--- config.mk ---
export PLATFORM = sky130hd
export DESIGN_NAME = memory_pattern_self_test_core
export DESIGN_NICKNAME = d
export VERILOG_FILES = /design/src/mpst_pkg.sv /design/src/mpst_cursor.sv /design/src/mpst_access.sv /design/src/memory_pattern_self_test_core.sv
export SDC_FILE = /design/constraint.sdc
export NUM_CORES = 1
export LEC_CHECK = 0
export BUFFER_PORTS_ARGS = -buffer_cell sky130_fd_sc_hd__buf_2
export CAP_MARGIN = 20
export CORE_UTILIZATION = 45
export CTS_BUF_LIST = sky130_fd_sc_hd__clkbuf_16
export DETAILED_ROUTE_END_ITERATION = 16
export PLACE_DENSITY_LB_ADDON = 0.25
export SETUP_SLACK_MARGIN = 0.4
export SLEW_MARGIN = 15
export SYNTH_ARGS = -nofsm -noshare
export SYNTH_HDL_FRONTEND = slang
export SYNTH_SLANG_ARGS = --single-unit
--- constraint.sdc ---
create_clock -name clk_i -period 33.1 [get_ports clk_i]
set_input_delay 1.655 -clock clk_i [delete_from_list [all_inputs] [get_ports clk_i]]
set_output_delay 1.655 -clock clk_i [all_outputs]
set_load 0.01 [all_outputs]
--- src/mpst_pkg.sv ---
// Package for the memory pattern self-test core: widths, phase codes, patterns,
// the handoff structs between the sequencer parts and the per-phase unit counts.
// No dependencies.
package mpst_pkg;

  localparam int unsigned PH_W    = 6;
  localparam int unsigned POS_W   = 14;
  localparam int unsigned WORDS_W = 12;
  localparam int unsigned CODE_W  = 5;
  localparam int unsigned BASE_W  = 30;
  localparam int unsigned OFF_W   = 16;

  localparam logic [WORDS_W-1:0] MAX_WORDS = 12'd2048;
  localparam logic [WORDS_W-1:0] WORDS_RESET = 12'd2048;

  // Configuration register indexes
  localparam logic REG_REGION_BASE  = 1'b0;
  localparam logic REG_REGION_WORDS = 1'b1;

  // Phase codes with special meaning
  localparam logic [PH_W-1:0] PH_FIRST      = 6'd0;
  localparam logic [PH_W-1:0] PH_BYTE_SEED  = 6'd27;
  localparam logic [PH_W-1:0] PH_HALF_SEED  = 6'd29;
  localparam logic [PH_W-1:0] PH_WORD_SEED  = 6'd31;
  localparam logic [PH_W-1:0] PH_DONE       = 6'd33;
  localparam logic [PH_W-1:0] PH_IDLE       = 6'd34;

  localparam logic [CODE_W-1:0] CODE_PASS = 5'd0;

  localparam logic [31:0] PAT_ZERO     = 32'h0000_0000;
  localparam logic [31:0] PAT_ONES     = 32'hFFFF_FFFF;
  localparam logic [31:0] PAT_INC      = 32'h1234_5678;
  localparam logic [31:0] PAT_MARCH_A  = 32'h5A5A_5A5A;
  localparam logic [31:0] PAT_MARCH_B  = 32'hA5A5_A5A5;
  localparam logic [31:0] PAT_CLR_B0   = 32'hA5A5_A500;
  localparam logic [31:0] PAT_CLR_B02  = 32'hA500_A500;
  localparam logic [31:0] PAT_CLR_B012 = 32'hA500_0000;
  localparam logic [31:0] PAT_HI_HALF  = 32'hFFFF_0000;
  localparam logic [15:0] HALF_ONES    = 16'hFFFF;
  localparam logic [15:0] HALF_HI      = 16'h1234;
  localparam logic [15:0] HALF_LO      = 16'h5678;
  localparam logic [7:0]  BYTE_0       = 8'h78;
  localparam logic [7:0]  BYTE_1       = 8'h56;
  localparam logic [7:0]  BYTE_2       = 8'h34;
  localparam logic [7:0]  BYTE_3       = 8'h12;

  typedef struct packed {
    logic             valid;
    logic [PH_W-1:0]  phase;
    logic [POS_W-1:0] position;
    logic [1:0]       slot;
  } cursor_t;

  typedef struct packed {
    logic              we;
    logic [OFF_W-1:0]  word;
    logic [3:0]        be;
    logic [31:0]       data;
    logic [31:0]       exp;
    logic [31:0]       mask;
    logic [CODE_W-1:0] code;
  } access_t;

  // Number of units walked in a phase for a region of w words
  function automatic logic [POS_W-1:0] units(logic [PH_W-1:0] ph, logic [WORDS_W-1:0] w);
    logic [POS_W-1:0] n;
    case (ph)
      6'd3, 6'd28:         n = {w, 2'b00};
      6'd5, 6'd6, 6'd30:   n = {1'b0, w, 1'b0};
      6'd27, 6'd29, 6'd31: n = 14'd1;
      default:             n = {2'b00, w};
    endcase
    return n;
  endfunction

endpackage

--- src/mpst_cursor.sv ---
// Cursor advance for the memory pattern self-test core: picks the next
// (phase, unit, access) to issue, skipping finished units and empty phases.
// Depends on mpst_pkg.
module mpst_cursor (
  input  logic [mpst_pkg::PH_W-1:0]    phase_i,
  input  logic [mpst_pkg::POS_W-1:0]   position_i,
  input  logic [1:0]                   slot_i,
  input  logic [mpst_pkg::WORDS_W-1:0] words_i,
  output mpst_pkg::cursor_t            cur_o
);

  logic [mpst_pkg::POS_W-1:0] unit_cnt;
  logic [mpst_pkg::POS_W:0]   pos_nx;
  logic                       in_range;
  logic                       last;
  logic [1:0]                 nslots;
  logic [mpst_pkg::PH_W-1:0]  ph_nx;
  logic [mpst_pkg::PH_W-1:0]  ph_skip;

  // First phase at or after ph_nx with at least one unit
  always_comb begin
    ph_nx = phase_i + 6'd1;
    if (words_i != '0) begin
      ph_skip = (ph_nx > mpst_pkg::PH_DONE) ? mpst_pkg::PH_DONE : ph_nx;
    end else if (ph_nx <= mpst_pkg::PH_BYTE_SEED) begin
      ph_skip = mpst_pkg::PH_BYTE_SEED;
    end else if (ph_nx <= mpst_pkg::PH_HALF_SEED) begin
      ph_skip = mpst_pkg::PH_HALF_SEED;
    end else if (ph_nx <= mpst_pkg::PH_WORD_SEED) begin
      ph_skip = mpst_pkg::PH_WORD_SEED;
    end else begin
      ph_skip = mpst_pkg::PH_DONE;
    end
  end

  always_comb begin
    unit_cnt = mpst_pkg::units(phase_i, words_i);
    pos_nx   = {1'b0, position_i} + 15'd1;
    in_range = (phase_i < mpst_pkg::PH_DONE) && (position_i < unit_cnt);
    last     = (pos_nx == {1'b0, unit_cnt});
    case (phase_i)
      6'd1, 6'd2, 6'd11, 6'd12, 6'd13, 6'd14, 6'd15, 6'd16, 6'd17,
      6'd20, 6'd21, 6'd22, 6'd23: nslots = 2'd2;
      6'd5:                       nslots = 2'd3;
      6'd25:                      nslots = position_i[0] ? 2'd1 : 2'd3;
      6'd28, 6'd30, 6'd32:        nslots = last ? 2'd1 : 2'd2;
      default:                    nslots = 2'd1;
    endcase
  end

  always_comb begin
    cur_o.valid    = 1'b1;
    cur_o.phase    = phase_i;
    cur_o.position = position_i;
    cur_o.slot     = slot_i;
    if (phase_i >= mpst_pkg::PH_DONE) begin
      cur_o.valid = 1'b0;
    end else if (in_range && (slot_i < nslots)) begin
      cur_o.valid = 1'b1;
    end else if (in_range && !last) begin
      cur_o.position = pos_nx[mpst_pkg::POS_W-1:0];
      cur_o.slot     = 2'd0;
    end else begin
      cur_o.phase    = ph_skip;
      cur_o.position = '0;
      cur_o.slot     = 2'd0;
      cur_o.valid    = (ph_skip != mpst_pkg::PH_DONE);
    end
  end

endmodule

--- src/mpst_access.sv ---
// Access decoder for the memory pattern self-test core: turns a cursor into one
// word access (offset, byte enables, lane data) plus the expected read lanes.
// Depends on mpst_pkg.
module mpst_access (
  input  mpst_pkg::cursor_t            cur_i,
  input  logic [mpst_pkg::WORDS_W-1:0] words_i,
  output mpst_pkg::access_t            acc_o
);

  function automatic mpst_pkg::access_t wr(logic [15:0] word, logic [3:0] be,
                                           logic [31:0] data);
    mpst_pkg::access_t a;
    a.we = 1'b1; a.word = word; a.be = be; a.data = data;
    a.exp = '0; a.mask = '0; a.code = mpst_pkg::CODE_PASS;
    return a;
  endfunction

  function automatic mpst_pkg::access_t wr_word(logic [15:0] word, logic [31:0] v);
    return wr(word, 4'hF, v);
  endfunction

  function automatic mpst_pkg::access_t wr_byte(logic [15:0] off, logic [7:0] v);
    return wr({2'b00, off[15:2]}, 4'b0001 << off[1:0], {4{v}});
  endfunction

  function automatic mpst_pkg::access_t wr_half(logic [15:0] off, logic [15:0] v);
    return wr({1'b0, off[15:1]}, off[0] ? 4'b1100 : 4'b0011, {2{v}});
  endfunction

  function automatic mpst_pkg::access_t rd(logic [15:0] word, logic [31:0] exp,
                                           logic [31:0] mask, logic [4:0] code);
    mpst_pkg::access_t a;
    a.we = 1'b0; a.word = word; a.be = 4'hF; a.data = '0;
    a.exp = exp & mask; a.mask = mask; a.code = code;
    return a;
  endfunction

  function automatic mpst_pkg::access_t rd_word(logic [15:0] word, logic [31:0] exp,
                                                logic [4:0] code);
    return rd(word, exp, mpst_pkg::PAT_ONES, code);
  endfunction

  function automatic mpst_pkg::access_t rd_byte(logic [15:0] off, logic [7:0] v,
                                                logic [4:0] code);
    return rd({2'b00, off[15:2]}, {24'd0, v} << {off[1:0], 3'b000},
              32'h0000_00FF << {off[1:0], 3'b000}, code);
  endfunction

  function automatic mpst_pkg::access_t rd_half(logic [15:0] off, logic [15:0] v,
                                                logic [4:0] code);
    return rd({1'b0, off[15:1]}, off[0] ? {v, 16'd0} : {16'd0, v},
              off[0] ? mpst_pkg::PAT_HI_HALF : {16'd0, mpst_pkg::HALF_ONES}, code);
  endfunction

  logic [13:0] p;
  logic [14:0] p1;
  logic [1:0]  s;
  logic        last;
  logic [7:0]  b4;
  logic [7:0]  b2;
  logic [31:0] q;

  always_comb begin
    p    = cur_i.position;
    p1   = {1'b0, p} + 15'd1;
    s    = cur_i.slot;
    last = (p1 == {1'b0, mpst_pkg::units(cur_i.phase, words_i)});
    b4   = {p[5:0], 2'b00};
    b2   = {p[6:0], 1'b0};
    q    = cur_i.phase[0] ? mpst_pkg::PAT_MARCH_B : mpst_pkg::PAT_MARCH_A;
    acc_o = wr_word({2'b00, p}, mpst_pkg::PAT_ZERO);
    case (cur_i.phase)
      6'd0: acc_o = wr_word({2'b00, p}, mpst_pkg::PAT_ZERO);
      6'd1: acc_o = (s == 2'd0) ? rd_word({2'b00, p}, mpst_pkg::PAT_ZERO, 5'd1)
                                : wr_word({2'b00, p}, mpst_pkg::PAT_ONES);
      6'd2: acc_o = (s == 2'd0) ? rd_word({2'b00, p}, mpst_pkg::PAT_ONES, 5'd2)
                                : wr_word({2'b00, p}, mpst_pkg::PAT_ZERO);
      6'd3: acc_o = wr_byte({2'b00, p}, p[7:0]);
      6'd4: acc_o = rd_word({2'b00, p}, {b4 + 8'd3, b4 + 8'd2, b4 + 8'd1, b4}, 5'd3);
      6'd5: begin
        case (s)
          2'd0:    acc_o = rd_byte({1'b0, p, 1'b0}, b2, 5'd4);
          2'd1:    acc_o = wr_half({2'b00, p}, {8'd0, b2});
          default: acc_o = rd_half({2'b00, p}, {8'd0, b2}, 5'd4);
        endcase
      end
      6'd6: acc_o = wr_half({2'b00, p}, {2'b00, p});
      6'd7: acc_o = rd_word({2'b00, p}, {1'b0, p, 1'b1, 1'b0, p, 1'b0}, 5'd5);
      6'd8: acc_o = wr_word({2'b00, p}, {18'd0, p});
      6'd9: acc_o = rd_word({2'b00, p}, {18'd0, p}, 5'd6);
      6'd10: acc_o = wr_word({2'b00, p}, mpst_pkg::PAT_INC);
      6'd11: acc_o = (s == 2'd0) ? rd_word({2'b00, p}, mpst_pkg::PAT_INC, 5'd7)
                                 : wr_word({2'b00, p}, mpst_pkg::PAT_MARCH_B);
      6'd12: acc_o = (s == 2'd0) ? rd_word({2'b00, p}, mpst_pkg::PAT_MARCH_B, 5'd8)
                                 : wr_byte({p, 2'b00}, 8'd0);
      6'd13: acc_o = (s == 2'd0) ? rd_word({2'b00, p}, mpst_pkg::PAT_CLR_B0, 5'd9)
                                 : wr_byte({p, 2'b10}, 8'd0);
      6'd14: acc_o = (s == 2'd0) ? rd_word({2'b00, p}, mpst_pkg::PAT_CLR_B02, 5'd10)
                                 : wr_byte({p, 2'b01}, 8'd0);
      6'd15: acc_o = (s == 2'd0) ? rd_word({2'b00, p}, mpst_pkg::PAT_CLR_B012, 5'd11)
                                 : wr_byte({p, 2'b11}, 8'd0);
      6'd16: acc_o = (s == 2'd0) ? rd_word({2'b00, p}, mpst_pkg::PAT_ZERO, 5'd12)
                                 : wr_half({1'b0, p, 1'b1}, mpst_pkg::HALF_ONES);
      6'd17: acc_o = (s == 2'd0) ? rd_word({2'b00, p}, mpst_pkg::PAT_HI_HALF, 5'd13)
                                 : wr_half({1'b0, p, 1'b0}, mpst_pkg::HALF_ONES);
      6'd18: acc_o = rd_word({2'b00, p}, mpst_pkg::PAT_ONES, 5'd14);
      6'd19: acc_o = wr_word({2'b00, p}, mpst_pkg::PAT_MARCH_A);
      6'd20, 6'd21, 6'd22, 6'd23:
        acc_o = (s == 2'd0) ? rd_word({2'b00, p}, q, 5'(cur_i.phase - 6'd5))
                            : wr_word({2'b00, p}, ~q);
      6'd24: acc_o = rd_word({2'b00, p}, mpst_pkg::PAT_MARCH_A, 5'd19);
      6'd25: begin
        if (p[0]) begin
          acc_o = wr_word({2'b00, p}, mpst_pkg::PAT_INC);
        end else if (!p[1]) begin
          case (s)
            2'd0:    acc_o = wr_byte({p, 2'b00}, mpst_pkg::BYTE_0);
            2'd1:    acc_o = wr_byte({p, 2'b01}, mpst_pkg::BYTE_1);
            default: acc_o = wr_half({1'b0, p, 1'b1}, mpst_pkg::HALF_HI);
          endcase
        end else begin
          case (s)
            2'd0:    acc_o = wr_half({1'b0, p, 1'b0}, mpst_pkg::HALF_LO);
            2'd1:    acc_o = wr_byte({p, 2'b10}, mpst_pkg::BYTE_2);
            default: acc_o = wr_byte({p, 2'b11}, mpst_pkg::BYTE_3);
          endcase
        end
      end
      6'd26: acc_o = rd_word({2'b00, p}, mpst_pkg::PAT_INC, 5'd20);
      6'd27: acc_o = wr_byte(16'd0, 8'd0);
      6'd28: acc_o = (last || s == 2'd1) ? rd_byte({8'd0, p[7:0]}, p[7:0], 5'd21)
                                         : wr_byte({8'd0, p1[7:0]}, p1[7:0]);
      6'd29: acc_o = wr_half(16'd0, 16'd0);
      6'd30: acc_o = (last || s == 2'd1) ? rd_half({2'b00, p}, {2'b00, p}, 5'd22)
                                         : wr_half({1'b0, p1}, {1'b0, p1});
      6'd31: acc_o = wr_word(16'd0, mpst_pkg::PAT_ZERO);
      6'd32: acc_o = (last || s == 2'd1) ? rd_word({2'b00, p}, {18'd0, p}, 5'd23)
                                         : wr_word({1'b0, p1}, {17'd0, p1});
      default: acc_o = wr_word({2'b00, p}, mpst_pkg::PAT_ZERO);
    endcase
  end

endmodule

--- src/memory_pattern_self_test_core.sv ---
// Top level of the memory pattern self-test core: input channel, config
// registers, sequencer state and the registered result word.
// Depends on mpst_pkg, mpst_cursor and mpst_access.
//
// Usage: each input word either starts the test (kind 0) or advances it
// (kind 1), carrying the read data for the previous access when that was a
// read. Each input word yields exactly one result word: the next memory
// access (absolute word address, byte enables, lane-replicated write data) or,
// at the end, test_done with fail_code (0 pass, k = first failing check).
// The whole step is one pass of logic from the input word and sequencer state
// into the result register, so the result is registered in the cycle after its
// word is taken, and one word is taken per cycle as long as the result side keeps up.
// A result waiting in the output register while out_stall_i is high holds;
// in_stall_o rises in that case only, so a new word is taken in the same
// cycle that the waiting result leaves.
// Reset leaves the sequencer idle, region_base 0 and region_words 2048; an
// advance while idle returns an all-zero result. After the end the done
// result repeats. Write config registers only between tests.
module memory_pattern_self_test_core (
  input  logic        clk_i,
  input  logic        rst_ni,
  // configuration writes
  input  logic        cfg_we_i,
  input  logic        cfg_index_i,
  input  logic [29:0] cfg_wdata_i,
  // input channel
  input  logic        in_valid_i,
  output logic        in_stall_o,
  input  logic        kind_i,
  input  logic [31:0] read_data_i,
  // result channel
  output logic        out_valid_o,
  input  logic        out_stall_i,
  output logic        access_valid_o,
  output logic        write_enable_o,
  output logic [29:0] word_address_o,
  output logic [3:0]  byte_enable_o,
  output logic [31:0] write_data_o,
  output logic        test_done_o,
  output logic [4:0]  fail_code_o
);

  // Config registers
  logic [mpst_pkg::BASE_W-1:0]  base_q;
  logic [mpst_pkg::WORDS_W-1:0] words_q;
  logic [mpst_pkg::WORDS_W-1:0] words_eff;

  // Sequencer state
  logic [mpst_pkg::PH_W-1:0]   phase_q, phase_d;
  logic [mpst_pkg::POS_W-1:0]  pos_q, pos_d;
  logic [1:0]                  slot_q, slot_d;
  logic                        pend_q, pend_d;
  logic [31:0]                 exp_q, exp_d;
  logic [31:0]                 mask_q, mask_d;
  logic [mpst_pkg::CODE_W-1:0] pcode_q, pcode_d;
  logic [mpst_pkg::CODE_W-1:0] rcode_q, rcode_d;

  // Result register
  logic        out_valid_q;
  logic        acc_valid_q, acc_valid_d;
  logic        we_q, we_d;
  logic [29:0] addr_q, addr_d;
  logic [3:0]  be_q, be_d;
  logic [31:0] data_q, data_d;
  logic        done_q, done_d;
  logic [4:0]  fcode_q, fcode_d;

  logic in_take;
  logic out_take;
  logic idle_adv;
  logic mismatch;
  logic [mpst_pkg::PH_W-1:0]   ph_eff;
  logic [mpst_pkg::POS_W-1:0]  pos_eff;
  logic [1:0]                  slot_eff;
  logic [mpst_pkg::CODE_W-1:0] rcode_eff;

  mpst_pkg::cursor_t cur;
  mpst_pkg::access_t acc;

  assign in_stall_o = out_valid_q && out_stall_i;
  assign in_take    = in_valid_i && !in_stall_o;
  assign out_take   = out_valid_q && !out_stall_i;

  // Clamp the region to the supported size
  assign words_eff = (words_q > mpst_pkg::MAX_WORDS) ? mpst_pkg::MAX_WORDS : words_q;

  // Check the previous read, then pick where the walk resumes
  always_comb begin
    idle_adv  = kind_i && (phase_q == mpst_pkg::PH_IDLE);
    mismatch  = kind_i && pend_q && (phase_q < mpst_pkg::PH_DONE) &&
                ((read_data_i & mask_q) != exp_q);
    ph_eff    = phase_q;
    pos_eff   = pos_q;
    slot_eff  = slot_q;
    rcode_eff = rcode_q;
    if (!kind_i) begin
      ph_eff    = mpst_pkg::PH_FIRST;
      pos_eff   = '0;
      slot_eff  = 2'd0;
      rcode_eff = mpst_pkg::CODE_PASS;
    end else if (mismatch) begin
      ph_eff    = mpst_pkg::PH_DONE;
      rcode_eff = pcode_q;
    end
  end

  mpst_cursor u_cursor (
    .phase_i    (ph_eff),
    .position_i (pos_eff),
    .slot_i     (slot_eff),
    .words_i    (words_eff),
    .cur_o      (cur)
  );

  mpst_access u_access (
    .cur_i   (cur),
    .words_i (words_eff),
    .acc_o   (acc)
  );

  // Next state and result word
  always_comb begin
    phase_d     = phase_q;
    pos_d       = pos_q;
    slot_d      = slot_q;
    pend_d      = pend_q;
    exp_d       = exp_q;
    mask_d      = mask_q;
    pcode_d     = pcode_q;
    rcode_d     = rcode_q;
    acc_valid_d = 1'b0;
    we_d        = 1'b0;
    addr_d      = '0;
    be_d        = '0;
    data_d      = '0;
    done_d      = 1'b0;
    fcode_d     = mpst_pkg::CODE_PASS;
    if (!idle_adv) begin
      rcode_d = rcode_eff;
      pend_d  = 1'b0;
      if (cur.valid) begin
        phase_d     = cur.phase;
        pos_d       = cur.position;
        slot_d      = cur.slot + 2'd1;
        acc_valid_d = 1'b1;
        we_d        = acc.we;
        addr_d      = base_q + {14'd0, acc.word};
        be_d        = acc.be;
        data_d      = acc.data;
        if (!acc.we) begin
          pend_d  = 1'b1;
          exp_d   = acc.exp;
          mask_d  = acc.mask;
          pcode_d = acc.code;
        end
      end else begin
        phase_d = mpst_pkg::PH_DONE;
        done_d  = 1'b1;
        fcode_d = rcode_eff;
      end
    end
  end

  // Config and sequencer control
  always_ff @(posedge clk_i or negedge rst_ni) begin
    if (!rst_ni) begin
      base_q      <= '0;
      words_q     <= mpst_pkg::WORDS_RESET;
      phase_q     <= mpst_pkg::PH_IDLE;
      pos_q       <= '0;
      slot_q      <= '0;
      pend_q      <= 1'b0;
      rcode_q     <= mpst_pkg::CODE_PASS;
      out_valid_q <= 1'b0;
    end else begin
      if (cfg_we_i) begin
        if (cfg_index_i == mpst_pkg::REG_REGION_BASE) begin
          base_q <= cfg_wdata_i;
        end else begin
          words_q <= cfg_wdata_i[mpst_pkg::WORDS_W-1:0];
        end
      end
      if (in_take) begin
        phase_q     <= phase_d;
        pos_q       <= pos_d;
        slot_q      <= slot_d;
        pend_q      <= pend_d;
        rcode_q     <= rcode_d;
        out_valid_q <= 1'b1;
      end else if (out_take) begin
        out_valid_q <= 1'b0;
      end
    end
  end

  // Payload: expected read lanes and the result word
  always_ff @(posedge clk_i) begin
    if (in_take) begin
      exp_q       <= exp_d;
      mask_q      <= mask_d;
      pcode_q     <= pcode_d;
      acc_valid_q <= acc_valid_d;
      we_q        <= we_d;
      addr_q      <= addr_d;
      be_q        <= be_d;
      data_q      <= data_d;
      done_q      <= done_d;
      fcode_q     <= fcode_d;
    end
  end

  assign out_valid_o    = out_valid_q;
  assign access_valid_o = acc_valid_q;
  assign write_enable_o = we_q;
  assign word_address_o = addr_q;
  assign byte_enable_o  = be_q;
  assign write_data_o   = data_q;
  assign test_done_o    = done_q;
  assign fail_code_o    = fcode_q;

endmodule

==> reports/results.txt <==
outcome = finished clean
Hold Crit Depth = 2
Routed Antenna Nets = 0
#FFs+latches synth = 185
largest net degree at the start of global routing = 72
vias per cell = 6.72
hold path endpoint = rcode_q[1]
Worst-path clk slew = 0.07 ns
syn_nets = 2030
DRT Pass-1 Iters = 7
Fmax = 0.0523 GHz
top post-synthesis cells by area = edfxtp_1 22%, dfrtp_1 11%, nand2_1 5.0%
Tot GR Track Use = 34.7%
IO Pins = 145
CTS max path bufs = 2
total power = 1900 uW
Worst R2R Start = phase_q[3]
R2R setup slack = 14.59 ns
Final nets = 2120
FF-to-FF End = word_address_o[28]
clock sinks = 185
mapped cell area = 15800 um^2
P per Cell Area = 108 nW/um^2
Sw Ratio = 53.5%
Yosys top cell by area = edfxtp_1
crit path DAT = 19.32 ns
Final Max Slew Viols = 0
CP max-delay cell = a2111oi_1
Peak supply drop = 0.0000739 V
drt total wl = 62900 um
clk_lat worst skew = 0.46 ns
Finish-stage setup viols = 0
commonest cells in the netlist = 211 x nand2_1, 165 x nor2_1, 141 x a21oi_1
total congestion overflow = 0
Switch Pwr = 1010 uW
Seq pwr share = 22.7%
Clock Skew = 0.0242 ns
cts bufs inserted = 17
ant diodes = 0
# Post-CTS Setup Buffers = 0
Leak = 0.00689 uW
relative slew slack = 21.5%
share of cells above drive strength 1 = 15.6%
Slew @ Worst Pin = 1.18 ns
initial antenna violation count = 1
CP max FO = 31
register area share after synthesis = 33.0%
Clk pwr share = 10.7%
area grow syn2layout = 11.1%
unrepaired setup endpoints after global routing = false
Bufs and invs on worst path = 8
die area = 35800 um^2
Comb pwr share = 66.6%
cell-internal power = 881 uW
Worst setup SP type = input pin
port buffer count = 144
TNS Setup = 0 ns
min-delay src = rcode_q[1]
Hold Buf Count CTS = 0
starting density of the core = 45.7%
Synth async-reset ratio = 38.4%
Worst R2R Path Depth = 68
Avg Inst Size Synth = 8.31 um^2
crit share post-route = 57.8%
critical path class = in -> reg
drt wl/cell = 25.6 um
Critical Path End Type = flip-flop
FP Rows = 68
vias in the first global route = 15520
Syn. warnings = 0
most instantiated library cell after synthesis = nand2_1
core area = 34500 um^2
cts repair resizes = 0
Synth top area share = 21.7%
CTS tree = yes
Fillers = 3329
Die Span X = 189 um
Vias = 16513
CTS H-tree lvls = 4
worst min path class = reg -> reg
Post-Syn Instances = 1901
worst path required time = 33.30 ns
fin crit period = 19.13 ns
final hold vios = 0
post-synthesis cell type count = 99
first-pass GRT wire length = 94000 um
Placer Congestion = 1.08
number of synthesized flops with an enable pin = 114
Most used DFF post-synth = edfxtp_1
post-DP HPWL = 46900 um
max_cap viols = 0
Die Ht = 189 um
Starting DRT DRC Count = 2231
CP max stage delay = 0.90 ns
Clock Root Buffer = clkbuf_16
cell family with most CP delay = compound AO/OA/AOI/OAI gates
DRC viols = 0
[cell families (layout without fill, tap and decap cells)]
group                      Yosys count  in the layout  synth area share (%)
xor gates and xnor gates            82             82                  4.55
buffers and inverters              174            277                  4.39
AOI/OAI and AO/OA                  629            629                  26.9
and+or+nand+nor                    712            712                  22.3
DFF                                185            185                  33.0
muxes                               59             59                  4.10
adders and majority gates           60             60                  4.80
[per-layer routing]
layer  vias up  wire length, um  global-route usage (%)  share of wire [%]
met2      1018            27900                    53.8                 44
met1      7851            24500                    44.1                 39
met4         4             3760                    19.1                6.0
li1       7385                -                       -                  -
met3       255             6690                    8.73                 11
met5         -               80                    1.51               0.13
[tightest hold or removal path, delay by kind of cell, from the launching register on]
family | cells | cell delay, ns
flip-flops | 1 | 0.36
AO/OA/AOI/OAI | 1 | 0.06
AND/OR/NAND/NOR | 1 | 0.05
[metrics by stage]
| step | std cells | utilization [%] | hold WS [ns] | worst slack (ns) | cell area (um^2) |
|---|---|---|---|---|---|
| CTS | 2458 | 50.8 | 0.494 | 13.94 | 17500 |
| floorplan | 1901 | - | 0.450 | 17.66 | 15800 |
| global route | 2459 | 50.8 | 0.527 | 12.66 | 17500 |
| detailed placement | 2426 | 49.1 | 0.477 | 13.55 | 17000 |
| global placement | 2426 | 49.1 | 0.462 | 13.82 | 17000 |
| finish | 2459 | 50.8 | 0.496 | 13.97 | 17500 |
[power by group through the flow]
stage	clock, uW	sequential [uW]	combinational, uW
global placement	0	431	1200
global route	215	438	1350
floorplan	0	421	815
CTS	206	429	1220
detailed placement	0	433	1210
finish	203	430	1260
[how the worst max path moves through the flow]
stage	from	end	slack (ns)	depth (start not counted)
finish	read_data_i[10]	word_address_o[28]	13.97	69
global route	read_data_i[1]	word_address_o[28]	12.66	71
CTS	read_data_i[10]	word_address_o[28]	13.94	70
detailed placement	read_data_i[10]	word_address_o[28]	13.55	70
global placement	read_data_i[1]	word_address_o[28]	13.82	68
floorplan	read_data_i[10]	word_address_o[28]	17.66	76
[layout make-up]
type / instances / area, um^2 / area share [%]
clock buffer: 17 / 425 / 2.42
clock inverter: 15 / 155 / 0.884
inverter: 58 / 219 / 1.25
multi-input combinational: 1542 / 9930 / 56.6
sequential: 185 / 5200 / 29.7
tap: 455 / 569 / 3.24
timing repair buffer: 187 / 1050 / 5.98
[layout by cell type (no fill, tap or decap), types with 45 or more instances in the layout]
cell	n
dfrtp_1	68
xnor2_1	45
inv_1	53
a21oi_1	139
buf_2	143
nor2_1	164
o21ai_0	121
nor3_1	55
nand3_1	74
nand2_1	211
ha_1	59
edfxtp_1	114
mux2_2	45
[sequential cells by signal, indices dropped and copies added, names as in the netlist, 2 cells and up]
register / cells
exp_q: 32
write_data_o: 31
base_q: 30
word_address_o: 30
pos_q: 14
words_q: 12
phase_q: 6
fail_code_o: 5
pcode_q: 5
rcode_q: 5
byte_enable_o: 4
mask_q: 4
slot_q: 2
Power figures use the tool's default switching activity.
